### src/design/mbrtu_pkg.sv
// Shared types and constants for the Modbus RTU frame receiver.
// No dependencies.
`timescale 1ns / 1ps

package mbrtu_pkg;

  localparam int CNT_W = 9;

  localparam logic       OP_BYTE = 1'b0;
  localparam logic       OP_TICK = 1'b1;

  localparam logic [1:0] STATUS_IDLE    = 2'd0;
  localparam logic [1:0] STATUS_DONE    = 2'd1;
  localparam logic [1:0] STATUS_TIMEOUT = 2'd2;

  localparam logic [1:0] REG_SLAVE_ADDR = 2'd0;
  localparam logic [1:0] REG_TIMEOUT    = 2'd1;
  localparam logic [1:0] REG_POLY       = 2'd2;

  localparam logic [7:0]  SLAVE_ADDR_RST = 8'd1;
  localparam logic [15:0] TIMEOUT_RST    = 16'd100;
  localparam logic [15:0] POLY_RST       = 16'hA001;
  localparam logic [15:0] CRC_INIT       = 16'hFFFF;

  localparam logic [7:0] FUNC_READ_COILS   = 8'h01;
  localparam logic [7:0] FUNC_READ_HOLD    = 8'h03;
  localparam logic [7:0] FUNC_WRITE_SINGLE = 8'h06;
  localparam logic [7:0] FUNC_WRITE_MULTI  = 8'h10;

  localparam logic [CNT_W-1:0] POS_FUNC       = 9'd1;
  localparam logic [CNT_W-1:0] POS_BYTE_COUNT = 9'd6;
  localparam logic [CNT_W-1:0] FIXED_LEN      = 9'd8;
  localparam logic [CNT_W-1:0] MULTI_OVERHEAD = 9'd9;

  // packed MSB first: byte_stored ends up in bit 0
  typedef struct packed {
    logic [7:0]       function_code;
    logic [CNT_W-1:0] frame_length;
    logic [1:0]       frame_status;
    logic [7:0]       byte_position;
    logic             byte_stored;
  } result_t;

  localparam int RESULT_W = $bits(result_t);
  localparam int TDATA_W  = ((RESULT_W + 7) / 8) * 8;

endpackage

### src/design/mbrtu_crc8.sv
// Byte-wide reflected CRC-16 update, eight unrolled shift steps.
// Purely combinational; no package dependency.
`timescale 1ns / 1ps

module mbrtu_crc8 (
  input  logic [15:0] crc_in,
  input  logic [7:0]  data,
  input  logic [15:0] poly,
  output logic [15:0] crc_out
);

  always_comb begin
    logic [15:0] r;
    r = crc_in ^ {8'h00, data};
    for (int k = 0; k < 8; k++) begin
      if (r[0]) begin
        r = (r >> 1) ^ poly;
      end else begin
        r = r >> 1;
      end
    end
    crc_out = r;
  end

endmodule

### src/design/mbrtu_core.sv
// Frame state, configuration registers and per-transfer result logic.
// Depends on mbrtu_pkg and mbrtu_crc8.
`timescale 1ns / 1ps

module mbrtu_core import mbrtu_pkg::*; #(
  parameter int FRAME_BYTES = 256
) (
  input  logic        clk,
  input  logic        rst,
  input  logic        cfg_we,
  input  logic [1:0]  cfg_index,
  input  logic [15:0] cfg_data,
  input  logic        in_valid,
  input  logic        op,
  input  logic [7:0]  data_byte,
  output result_t     result
);

  localparam logic [CNT_W-1:0] FRAME_LIMIT = CNT_W'(FRAME_BYTES);

  logic [7:0]       slave_address;
  logic [15:0]      timeout_ticks;
  logic [15:0]      crc_polynomial;

  logic             receiving, receiving_next;
  logic [CNT_W-1:0] stored_count, stored_count_next;
  logic [15:0]      crc_residue, crc_residue_next;
  logic [7:0]       function_byte, function_byte_next;
  logic [7:0]       byte_count_field, byte_count_field_next;
  logic [15:0]      silence_counter, silence_counter_next;

  logic [15:0]      crc_base;
  logic [15:0]      crc_fold;
  logic             fixed_func;
  logic             done;
  logic             stored;
  logic [7:0]       pos;
  logic [1:0]       status;

  assign crc_base = receiving ? crc_residue : CRC_INIT;

  mbrtu_crc8 u_crc (
    .crc_in  (crc_base),
    .data    (data_byte),
    .poly    (crc_polynomial),
    .crc_out (crc_fold)
  );

  always_ff @(posedge clk) begin
    if (rst) begin
      slave_address  <= SLAVE_ADDR_RST;
      timeout_ticks  <= TIMEOUT_RST;
      crc_polynomial <= POLY_RST;
    end else if (cfg_we) begin
      unique case (cfg_index)
        REG_SLAVE_ADDR: slave_address  <= cfg_data[7:0];
        REG_TIMEOUT:    timeout_ticks  <= cfg_data;
        REG_POLY:       crc_polynomial <= cfg_data;
        default: ;
      endcase
    end
  end

  always_comb begin
    receiving_next        = receiving;
    stored_count_next     = stored_count;
    crc_residue_next      = crc_residue;
    function_byte_next    = function_byte;
    byte_count_field_next = byte_count_field;
    silence_counter_next  = silence_counter;
    stored                = 1'b0;
    pos                   = 8'd0;
    status                = STATUS_IDLE;
    fixed_func            = 1'b0;
    done                  = 1'b0;

    if (in_valid) begin
      if (op == OP_BYTE) begin
        if (!receiving) begin
          if (data_byte == slave_address) begin
            crc_residue_next      = crc_fold;
            stored_count_next     = CNT_W'(1);
            function_byte_next    = 8'd0;
            byte_count_field_next = 8'd0;
            silence_counter_next  = timeout_ticks;
            receiving_next        = 1'b1;
            stored                = 1'b1;
          end
        end else begin
          if (stored_count < FRAME_LIMIT) begin
            pos              = stored_count[7:0];
            crc_residue_next = crc_fold;
            if (stored_count == POS_FUNC) begin
              function_byte_next = data_byte;
            end
            if (stored_count == POS_BYTE_COUNT) begin
              byte_count_field_next = data_byte;
            end
            stored_count_next    = stored_count + CNT_W'(1);
            silence_counter_next = timeout_ticks;
            stored               = 1'b1;
          end
          fixed_func = (function_byte_next == FUNC_READ_COILS)
                    || (function_byte_next == FUNC_READ_HOLD)
                    || (function_byte_next == FUNC_WRITE_SINGLE);
          done = (crc_residue_next == 16'd0)
              && ((fixed_func && stored_count_next == FIXED_LEN)
               || (function_byte_next == FUNC_WRITE_MULTI
                && stored_count_next == {1'b0, byte_count_field_next} + MULTI_OVERHEAD));
          if (done) begin
            receiving_next       = 1'b0;
            silence_counter_next = 16'd0;
            status               = STATUS_DONE;
          end
        end
      end else if (receiving && silence_counter != 16'd0) begin
        silence_counter_next = silence_counter - 16'd1;
        if (silence_counter_next == 16'd0) begin
          receiving_next = 1'b0;
          status         = STATUS_TIMEOUT;
        end
      end
    end

    result.byte_stored   = stored;
    result.byte_position = pos;
    result.frame_status  = status;
    result.frame_length  = stored_count_next;
    result.function_code = function_byte_next;
  end

  always_ff @(posedge clk) begin
    if (rst) begin
      receiving        <= 1'b0;
      stored_count     <= '0;
      crc_residue      <= CRC_INIT;
      function_byte    <= 8'd0;
      byte_count_field <= 8'd0;
      silence_counter  <= 16'd0;
    end else begin
      receiving        <= receiving_next;
      stored_count     <= stored_count_next;
      crc_residue      <= crc_residue_next;
      function_byte    <= function_byte_next;
      byte_count_field <= byte_count_field_next;
      silence_counter  <= silence_counter_next;
    end
  end

endmodule

### src/design/mbrtu_skid.sv
// Output register with one skid entry; input ready comes from a flop.
// Depends on mbrtu_pkg.
`timescale 1ns / 1ps

module mbrtu_skid import mbrtu_pkg::*; (
  input  logic    clk,
  input  logic    rst,
  input  logic    in_valid,
  input  result_t in_data,
  output logic    in_ready,
  output logic    out_valid,
  input  logic    out_ready,
  output result_t out_data
);

  logic    skid_valid;
  result_t skid_data;

  assign in_ready = !skid_valid;

  always_ff @(posedge clk) begin
    if (rst) begin
      out_valid  <= 1'b0;
      skid_valid <= 1'b0;
    end else begin
      if (out_valid && out_ready) begin
        if (skid_valid) begin
          skid_valid <= 1'b0;
        end else if (!in_valid) begin
          out_valid <= 1'b0;
        end
      end else if (!out_valid) begin
        out_valid <= in_valid;
      end else if (in_valid) begin
        skid_valid <= 1'b1;
      end
    end
  end

  always_ff @(posedge clk) begin
    if (out_valid && out_ready) begin
      out_data <= skid_valid ? skid_data : in_data;
    end else if (!out_valid) begin
      out_data <= in_data;
    end else if (in_valid) begin
      skid_data <= in_data;
    end
  end

endmodule

### src/design/modbus_rtu_frame_receiver.sv
// Each result is registered in the output register, via the skid entry if m_tready is low.
// Throughput: one transfer per cycle while s_tready is high; the byte-wide CRC
// update and the frame check sit between the state registers and the output register.
// s_tready drops only while the skid entry holds a result.
// Reset (rst, synchronous): idle, CRC 0xFFFF, counters zero, registers at defaults.
// Depends on mbrtu_pkg, mbrtu_core, mbrtu_skid.
`timescale 1ns / 1ps

module modbus_rtu_frame_receiver import mbrtu_pkg::*; #(
  parameter int FRAME_BYTES = 256
) (
  input  logic               clk,
  input  logic               rst,
  input  logic               cfg_we,
  input  logic [1:0]         cfg_index,
  input  logic [15:0]        cfg_data,
  input  logic               s_tvalid,
  output logic               s_tready,
  input  logic [7:0]         s_tdata,   // data_byte
  input  logic               s_tuser,   // op
  output logic               m_tvalid,
  input  logic               m_tready,
  output logic [TDATA_W-1:0] m_tdata    // byte_stored, byte_position, frame_status,
                                        // frame_length, function_code, zero fill
);

  logic    accept;
  result_t core_result;
  result_t out_result;

  assign accept = s_tvalid && s_tready;

  mbrtu_core #(
    .FRAME_BYTES (FRAME_BYTES)
  ) u_core (
    .clk       (clk),
    .rst       (rst),
    .cfg_we    (cfg_we),
    .cfg_index (cfg_index),
    .cfg_data  (cfg_data),
    .in_valid  (accept),
    .op        (s_tuser),
    .data_byte (s_tdata),
    .result    (core_result)
  );

  mbrtu_skid u_skid (
    .clk       (clk),
    .rst       (rst),
    .in_valid  (accept),
    .in_data   (core_result),
    .in_ready  (s_tready),
    .out_valid (m_tvalid),
    .out_ready (m_tready),
    .out_data  (out_result)
  );

  assign m_tdata = TDATA_W'(out_result);

endmodule

### config.mk
export PLATFORM = sky130hd
export DESIGN_NAME = modbus_rtu_frame_receiver
export DESIGN_NICKNAME = d
export VERILOG_FILES = /design/src/design/mbrtu_pkg.sv /design/src/design/mbrtu_crc8.sv /design/src/design/mbrtu_core.sv /design/src/design/mbrtu_skid.sv /design/src/design/modbus_rtu_frame_receiver.sv
export SDC_FILE = /design/constraint.sdc
export NUM_CORES = 1
export LEC_CHECK = 0
export CAP_MARGIN = 20
export CELL_PAD_IN_SITES_DETAIL_PLACEMENT = 0
export CELL_PAD_IN_SITES_GLOBAL_PLACEMENT = 1
export CORE_MARGIN = 10
export CORE_UTILIZATION = 30
export CTS_CLUSTER_DIAMETER = 30
export DETAILED_ROUTE_END_ITERATION = 7
export DONT_BUFFER_PORTS = 1
export PLACE_DENSITY_LB_ADDON = 0.1
export SYNTH_ARGS = -nofsm -noshare
export SYNTH_HDL_FRONTEND = slang
export SYNTH_HIERARCHICAL = 1
export SYNTH_SLANG_ARGS = --single-unit
### constraint.sdc
create_clock -name clk -period 13.6 [get_ports clk]
set_input_delay 2.72 -clock clk [delete_from_list [all_inputs] [get_ports clk]]
set_output_delay 2.72 -clock clk [all_outputs]
set_load 0.05 [all_outputs]
Word level (Yosys, flattened, before mapping)

Index checks and enable logic that the tools add are counted.

Memories kept: 0
Memory bits (writable): 0
Output and inout port bits: 34
Bits in registers: 156
Logic and storage cells: 151
ROM bits: 0
Latch bits: 0

Bitwise gates (word level): 11
Add/sub/neg operators: 3
Multiplexer cells: 72
Multiply operators: 0
Reduce and logical (&&, ||, !) cells: 26
Magnitude comparators: 1
Divide/modulo/power cells: 0
Shifts and indexed selects: 0
Eq/ne operators: 17

Operator list:

| operator              | number |
|---|---|
| $mux 16               | 21 |
| $mux 8                | 20 |
| $xor 15x16->16        | 8 |
| $mux 28               | 3 |
| $mux 9                | 8 |
| $logic_not 16->1      | 2 |
| $reduce_bool 16->1    | 1 |
| $sub 16x1->16 const B | 1 |
| $xor 16x8->16         | 1 |
| $mux 1                | 15 |
| $mux 2                | 5 |
| $reduce_and 2->1      | 5 |
| $add 8x4->9 const B   | 1 |
| $add 9x1->9 const B   | 1 |
| $eq 9x1->1 const B    | 1 |
| $eq 9x3->1 const B    | 1 |
| $eq 9x4->1 const B    | 1 |
| $eq 9x9->1            | 1 |
| $lt 9x9->1 const B    | 1 |
| $reduce_and 3->1      | 3 |
| $eq 8x1->1 const B    | 1 |
| $eq 8x2->1 const B    | 1 |
| $eq 8x3->1 const B    | 1 |
| $eq 8x5->1 const B    | 1 |
| 15 further kinds      | 26 |

Longest topological paths before layout

Depth after elaboration: 30
Gate-level depth with buffers: 24
Gate-level depth less buffers: 20

By module

Netlist, hierarchy kept.

By module, submodules not included:

| module                    | times used | seq. area each (µm²) | area an instance (µm²) | cells an instance |
|---|---|---|---|---|
| mbrtu_core                | 1          | 1961.9               | 5791.8                 | 726 |
| mbrtu_crc8                | 1          | 0.0                  | 2448.6                 | 351 |
| mbrtu_skid                | 1          | 1721.7               | 2193.4                 | 98 |
| modbus_rtu_frame_receiver | 1          | 0.0                  | 40.0                   | 6 |

Worst setup path after synthesis

Ideal clock, no wire load.

Path type: input to register
Start: input s_tdata[0]
End: register u_core.silence_counter[11]
Library setup time: 0.124 ns
Data arrival time: 7.601 ns
Data required time: 13.476 ns
Stages: 21
Path slack: 5.876 ns
Path through: xnor2_2 -> xnor2_2 -> nor3_1 -> a221o_1 -> o311ai_4 -> xnor2_1 -> or4_1 -> o211a_2 -> nor3_4 -> buf_6 -> and3b_1 -> xnor2_1 -> nor4_1 -> nand4_1 -> or4_1 -> o41ai_1 -> nand2_1 -> or4_4 -> buf_6 -> a32oi_1 -> a21oi_1

Longest elaborated chain between the ends: 25

RTL lines:

| element                | line                            | RTL |
|---|---|---|
| from (decl)            | modbus_rtu_frame_receiver.sv:19 | `input logic [7:0] s_tdata,` |
| $xor 16x8->16 *        | mbrtu_crc8.sv:14                | `r = crc_in ^ {8'h00, data};` |
| $mux 16 *              | mbrtu_crc8.sv:16                | `if (r[0]) begin` |
| $xor 15x16->16         | mbrtu_crc8.sv:17                | `r = (r >> 1) ^ poly;` |
| $mux 16 *              | mbrtu_crc8.sv:16                |  |
| $xor 15x16->16         | mbrtu_crc8.sv:17                |  |
| $mux 16 *              | mbrtu_crc8.sv:16                |  |
| $xor 15x16->16         | mbrtu_crc8.sv:17                |  |
| $mux 16 *              | mbrtu_crc8.sv:16                |  |
| [... 8 more ...]       | n/a                             |  |
| via u_core.crc_fold[8] | mbrtu_core.sv:33                | `logic [15:0] crc_fold;` |
| [... 1 more ...]       | n/a                             |  |
| $mux 16 *              | mbrtu_core.sv:79                | `if (!receiving) begin` |
| $mux 16 *              | mbrtu_core.sv:78                | `if (op == OP_BYTE) begin` |
| $mux 16 *              | mbrtu_core.sv:77                | `if (in_valid) begin` |
| $logic_not 16->1 *     | mbrtu_core.sv:106               | `done = (crc_residue_next == 16'd0)` |
| $logic_and 1x1->1 *    | mbrtu_core.sv:107               | `&& ((fixed_func && stored_count_next == FIXED_LEN)` |
| $mux 16                | mbrtu_core.sv:110               | `if (done) begin` |
| $mux 16                | mbrtu_core.sv:79                |  |
| $mux 16                | mbrtu_core.sv:78                |  |
| to (signal assigned)   | mbrtu_core.sv:146               | `silence_counter <= silence_counter_next;` |
| to (decl)              | mbrtu_core.sv:30                | `logic [15:0] silence_counter, silence_counter_next;` |

The timed path passes the listed nets; every way through them passes the cells marked *. The select of a mux whose other input is x is not followed.
A chain may end at the register's enable or synchronous reset.

Worst setup path after layout

Start: input s_tdata[1]
End: register u_core.silence_counter[11]

Longest elaborated chain between the ends: 25

RTL lines:

| element                 | line |
|---|---|
| $xor 16x8->16 *         | mbrtu_crc8.sv:14 |
| $xor 15x16->16          | mbrtu_crc8.sv:17 |
| $mux 16 * (2 in series) | mbrtu_crc8.sv:16 |
| $xor 15x16->16          | mbrtu_crc8.sv:17 |
| $mux 16 *               | mbrtu_crc8.sv:16 |
| $xor 15x16->16          | mbrtu_crc8.sv:17 |
| $mux 16 *               | mbrtu_crc8.sv:16 |
| $xor 15x16->16          | mbrtu_crc8.sv:17 |
| [... 7 more ...]        | n/a |
| via u_core.crc_fold[8]  | mbrtu_core.sv:33 |
| [... 1 more ...]        | n/a |
| $mux 16 *               | mbrtu_core.sv:79 |
| $mux 16 *               | mbrtu_core.sv:78 |
| $mux 16 *               | mbrtu_core.sv:77 |
| $logic_not 16->1 *      | mbrtu_core.sv:106 |
| $logic_and 1x1->1 *     | mbrtu_core.sv:107 |
| $mux 16                 | mbrtu_core.sv:110 |
| $mux 16                 | mbrtu_core.sv:79 |
| $mux 16                 | mbrtu_core.sv:78 |

Marks and branches as above.

==> impl_metrics.prom <==
# TYPE chip_impl_metric gauge
chip_impl_metric{name="timing.clock.skew",unit="ns"} 0.0111
chip_impl_metric{name="layout-drive-gt1-share",unit="%"} 9.64
chip_impl_metric{name="metal3_wl",unit="mm"} 1.39
chip_impl_metric{name="drt_drc_violations_left",unit=""} 0
chip_impl_metric{name="power-per-cell-area",unit="mW/mm²"} 108
chip_impl_metric{name="pin_count",unit=""} 66
chip_impl_metric{name="antenna-diode-count",unit=""} 0
chip_impl_metric{name="ys_ff_latch",unit=""} 156
chip_impl_metric{name="post-dp-hpwl",unit="mm"} 23.7
chip_impl_metric{name="power_frac_seq",unit="%"} 42.1
chip_impl_metric{name="worst_slew_pin_slew",unit="ns"} 0.968
chip_impl_metric{name="cellInternalPower",unit="mW"} 0.863
chip_impl_metric{name="synthesis.yosys.warnings",unit=""} 6
chip_impl_metric{name="first_iter_violations",unit=""} 548
chip_impl_metric{name="floorplan.die_area",unit="mm²"} 0.0428
chip_impl_info{name="outcome",value="finished, final reports clean"} 1
chip_impl_metric{name="post_synth_instance_area",unit="mm²"} 0.0105
chip_impl_info{name="synth_top_area_cell",value="sky130_fd_sc_hd__dfxtp_1"} 1
chip_impl_metric{name="effective_utilization_at_floorplan",unit="%"} 30.4
chip_impl_metric{name="io_buffer_count",unit=""} 0
chip_impl_metric{name="cts-htree-levels",unit=""} 4
chip_impl_metric{name="comb_power_share",unit="%"} 17.6
chip_impl_info{name="highest_layer",value="met4"} 1
chip_impl_metric{name="dpl_cell_area",unit="mm²"} 0.0108
chip_impl_metric{name="grt_pass1_vias",unit=""} 8298
chip_impl_info{name="synth-main-ff-cell",value="sky130_fd_sc_hd__dfxtp_1"} 1
chip_impl_metric{name="layout.cell_area.non_filler",unit="mm²"} 0.0114
chip_impl_metric{name="ys_async_sr_fraction",unit="%"} 0
chip_impl_metric{name="sink_count",unit=""} 156
chip_impl_metric{name="drtAntennaViolNets",unit=""} 0
chip_impl_metric{name="timing_hold_violations_final",unit=""} 0
chip_impl_info{name="critPathLaunchType",value="input port"} 1
chip_impl_info{name="synth_top_cells_by_area",value="sky130_fd_sc_hd__dfxtp_1 19%, sky130_fd_sc_hd__edfxtp_1 16%, sky130_fd_sc_hd__xnor2_1 9.5%"} 1
chip_impl_metric{name="rows",unit=""} 68
chip_impl_metric{name="grt_pass1_wl",unit="mm"} 50.7
chip_impl_metric{name="fmax",unit="MHz"} 118
chip_impl_metric{name="clk_pin_slew_worst_paths",unit="ns"} 0.07
chip_impl_metric{name="cts-root-to-sink-buffers",unit=""} 2
chip_impl_metric{name="clk_latency",unit="ns"} 0.44
chip_impl_metric{name="clkPwrFrac",unit="%"} 40.3
chip_impl_info{name="root_buffer_master",value="sky130_fd_sc_hd__clkbuf_16"} 1
chip_impl_metric{name="synth.lib_cells_used.distinct",unit=""} 84
chip_impl_metric{name="grt_remaining_overflow",unit=""} 0
chip_impl_metric{name="synthCells",unit=""} 1181
chip_impl_metric{name="route.detailed.wl_per_inst",unit="µm"} 20.1
chip_impl_metric{name="area_growth_syn_to_layout",unit="%"} 8.95
chip_impl_metric{name="die_width",unit="µm"} 207
chip_impl_metric{name="chipHeight",unit="µm"} 207
chip_impl_metric{name="grt_max_degree",unit=""} 49
chip_impl_metric{name="timing.critical_path.fanout_max",unit=""} 15
chip_impl_metric{name="yosysTopAreaCellShare",unit="%"} 19.1
chip_impl_metric{name="timing.final.crit_period",unit="ns"} 8.49
chip_impl_metric{name="max-slew-margin-rel",unit="%"} 35.2
chip_impl_metric{name="synth_seq_area_share",unit="%"} 35.2
chip_impl_metric{name="grt_antenna_before_repair",unit=""} 0
chip_impl_metric{name="vdd.ir_drop.worst",unit="mV"} 0.0878
chip_impl_info{name="setup_repair_after_global_routing_missed_its_margin",value="false"} 1
chip_impl_metric{name="m1WireLength",unit="mm"} 15.3
chip_impl_metric{name="switching_power",unit="mW"} 0.371
chip_impl_metric{name="quantity_of_hold_fixing_buffers_added_after_cts",unit=""} 0
chip_impl_metric{name="globalRouteTotalUtil",unit="%"} 15.2
chip_impl_metric{name="power.switching_fraction",unit="%"} 30.0
chip_impl_metric{name="final-setup-viol-count",unit=""} 0
chip_impl_metric{name="worst-endpoint-required",unit="ns"} 13.91
chip_impl_info{name="min_path_type",value="flip-flop to flip-flop"} 1
chip_impl_metric{name="synth-edff-count",unit=""} 56
chip_impl_metric{name="slew_violations",unit=""} 0
chip_impl_metric{name="detailroute.wirelength.met2",unit="mm"} 15.3
chip_impl_metric{name="data_arrival_time_of_the_critical_path",unit="ns"} 8.79
chip_impl_metric{name="post_cts_buffers",unit=""} 0
chip_impl_metric{name="fp.coreArea",unit="mm²"} 0.0345
chip_impl_metric{name="post_drt_via_cell_ratio",unit=""} 5.13
chip_impl_metric{name="cts_repair_resize_count",unit=""} 0
chip_impl_metric{name="globalplace.congestion",unit=""} 0.783
chip_impl_metric{name="post_synth.cell_area_avg",unit="µm²"} 8.87
chip_impl_metric{name="cts_buffers",unit=""} 17
chip_impl_metric{name="design.final.nets",unit=""} 1178
chip_impl_metric{name="total_negative_slack_for_setup_checks",unit="ns"} 0
chip_impl_metric{name="n_fill_cell",unit=""} 3627
chip_impl_metric{name="finalCritPeriodShare",unit="%"} 62.4
chip_impl_metric{name="max-cap-violations",unit=""} 0
chip_impl_metric{name="vias",unit=""} 8251
chip_impl_metric{name="totalWireLength",unit="mm"} 32.3
chip_impl_metric{name="power.leakage",unit="nW"} 4.06
chip_impl_metric{name="number_of_detailed_routing_iterations_run_before_antenna_repair",unit=""} 5
chip_impl_info{name="critical_path_class",value="input port to flip-flop"} 1
chip_impl_info{name="worst_setup_path_end_kind",value="flip-flop"} 1
chip_impl_info{name="tritoncts",value="done"} 1
state kept, by name, indices dropped and copies added (netlist names), 8 cells and up:
register                 flops
u_core/byte_count_field      8
u_core/crc_polynomial       16
u_core/crc_residue          16
u_core/function_byte         8
u_core/silence_counter      16
u_core/slave_address         8
u_core/stored_count          9
u_core/timeout_ticks        16
u_skid/out_data             28
u_skid/skid_data            28
metrics by stage:
step	power (mW)	util (%)	instances	setup WS (ns)	hold WS, ns
2_1_floorplan	0.706	-	1184	5.88	0.433
3_3_place_gp	0.751	31.4	1574	5.05	0.449
3_5_place_dp	0.750	31.4	1575	4.84	0.451
4_1_cts	1.25	33.1	1607	5.27	0.461
5_1_grt	1.29	33.1	1607	4.71	0.495
6_report	1.23	33.1	1607	5.11	0.460
logic make-up (layout without fill, tap and decap cells):
family / Yosys count / count (layout) / share of synthesized area [%]
compound gates: 216 / 216 / 14.4
xor+xnor: 157 / 157 / 14.5
mux: 65 / 65 / 7.31
flops: 156 / 156 / 35.2
fa+ha+maj: 7 / 7 / 0.836
buf+inv: 102 / 70 / 4.41
simple gates: 477 / 477 / 23.3
other cells: 1 / 4 / 0.0358
cells in the final DEF, fill, tap and decap left out, types with 9 or more instances in the layout:
cell type / instances
sky130_fd_sc_hd__and3b_1: 12
sky130_fd_sc_hd__o31ai_1: 17
sky130_fd_sc_hd__buf_4: 17
sky130_fd_sc_hd__nand3_1: 33
sky130_fd_sc_hd__nor2_1: 60
sky130_fd_sc_hd__nand2_1: 203
sky130_fd_sc_hd__a31oi_1: 10
sky130_fd_sc_hd__nor3_1: 27
sky130_fd_sc_hd__mux2i_1: 33
sky130_fd_sc_hd__edfxtp_1: 56
sky130_fd_sc_hd__o21ai_0: 22
sky130_fd_sc_hd__dfxtp_1: 100
sky130_fd_sc_hd__nand2b_1: 19
sky130_fd_sc_hd__nand4_1: 15
sky130_fd_sc_hd__a22oi_1: 9
sky130_fd_sc_hd__a32oi_1: 10
sky130_fd_sc_hd__nor4_1: 14
sky130_fd_sc_hd__a21oi_1: 57
sky130_fd_sc_hd__xor2_1: 31
sky130_fd_sc_hd__and2_1: 21
sky130_fd_sc_hd__inv_1: 17
sky130_fd_sc_hd__o211ai_1: 12
sky130_fd_sc_hd__o21a_1: 10
sky130_fd_sc_hd__mux2_2: 12
sky130_fd_sc_hd__nor3b_1: 12
sky130_fd_sc_hd__xnor2_1: 114
sky130_fd_sc_hd__a22o_1: 9
sky130_fd_sc_hd__mux2_4: 20
sky130_fd_sc_hd__clkbuf_16: 17
sky130_fd_sc_hd__and3_1: 12
layout make-up:
| class | count | area (µm²) | share of cell area, % |
|---|---|---|---|
| clock inverters | 15 | 175 | 1.54 |
| repair buffers | 17 | 128 | 1.12 |
| well taps | 455 | 569 | 4.99 |
| multi-input cells | 926 | 6350 | 55.7 |
| inverters | 21 | 78.8 | 0.691 |
| clock buffers | 17 | 425 | 3.73 |
| flip-flops and latches | 156 | 3680 | 32.3 |
cells in the mapped netlist (8+ instances only):
cell and number:
sky130_fd_sc_hd__a21oi_1 58, sky130_fd_sc_hd__a22o_1 9, sky130_fd_sc_hd__a22oi_1 9, sky130_fd_sc_hd__a31oi_1 10
sky130_fd_sc_hd__a32oi_1 10, sky130_fd_sc_hd__and2_1 21, sky130_fd_sc_hd__and3_1 12, sky130_fd_sc_hd__and3b_1 12
sky130_fd_sc_hd__buf_2 9, sky130_fd_sc_hd__buf_4 8, sky130_fd_sc_hd__clkbuf_1 55, sky130_fd_sc_hd__dfxtp_1 100
sky130_fd_sc_hd__edfxtp_1 56, sky130_fd_sc_hd__inv_1 18, sky130_fd_sc_hd__mux2_2 12, sky130_fd_sc_hd__mux2_4 20
sky130_fd_sc_hd__mux2i_1 33, sky130_fd_sc_hd__nand2_1 203, sky130_fd_sc_hd__nand2b_1 19, sky130_fd_sc_hd__nand3_1 33
sky130_fd_sc_hd__nand4_1 15, sky130_fd_sc_hd__nor2_1 61, sky130_fd_sc_hd__nor3_1 27, sky130_fd_sc_hd__nor3b_1 13
sky130_fd_sc_hd__nor4_1 14, sky130_fd_sc_hd__o211ai_1 12, sky130_fd_sc_hd__o21a_1 10, sky130_fd_sc_hd__o21ai_0 22
sky130_fd_sc_hd__o31ai_1 17, sky130_fd_sc_hd__xnor2_1 114, sky130_fd_sc_hd__xor2_1 31
path summary, 6_finish.rpt:
path                                              start                         end  slack (ns)  cells past startpoint
worst max-delay path                         s_tdata[1]  u_core/silence_counter[11]        5.11                     20
worst min-delay path            u_core/timeout_ticks[4]     u_core/timeout_ticks[4]        0.46                      2
worst max register to register         u_core/receiving  u_core/silence_counter[11]        6.61                     22
worst min register to register  u_core/timeout_ticks[4]     u_core/timeout_ticks[4]        0.46                      2
power groups by stage:
| stage | Combinational, mW | Sequential, mW | Clock (mW) |
|---|---|---|---|
| after floorplan | 0.181 | 0.525 | 0 |
| after global placement | 0.220 | 0.531 | 0 |
| after detailed placement | 0.219 | 0.531 | 0 |
| after CTS | 0.220 | 0.520 | 0.511 |
| after global routing | 0.238 | 0.521 | 0.530 |
| final | 0.217 | 0.520 | 0.497 |
layer usage:
layer / GRT usage, % / up-vias
met5: 0 / -
met1: 20.1 / 3972
met4: 3.42 / 0
met2: 25.1 / 138
met3: 3.29 / 18
li1: - / 4123
critical path, cell delays in order:
cell and delay [ns]:
sky130_fd_sc_hd__xor2_1 0.41, sky130_fd_sc_hd__a21oi_1 0.15, sky130_fd_sc_hd__nor2_1 0.75, sky130_fd_sc_hd__a21oi_1 0.16, sky130_fd_sc_hd__a311oi_1 0.48, sky130_fd_sc_hd__o21a_1 0.21, sky130_fd_sc_hd__nor2_1 0.05, sky130_fd_sc_hd__xor3_1 0.76
sky130_fd_sc_hd__nand2_1 0.15, sky130_fd_sc_hd__xnor3_1 0.37, sky130_fd_sc_hd__xnor2_1 0.16, sky130_fd_sc_hd__nor4_1 0.41, sky130_fd_sc_hd__nand4_1 0.17, sky130_fd_sc_hd__or4_1 0.42, sky130_fd_sc_hd__o41ai_1 0.08, sky130_fd_sc_hd__buf_4 0.22
sky130_fd_sc_hd__nand2_1 0.14, sky130_fd_sc_hd__or4_4 0.63, sky130_fd_sc_hd__a32oi_1 0.24, sky130_fd_sc_hd__a21oi_1 0.09
(Power assumes the default switching activity.)
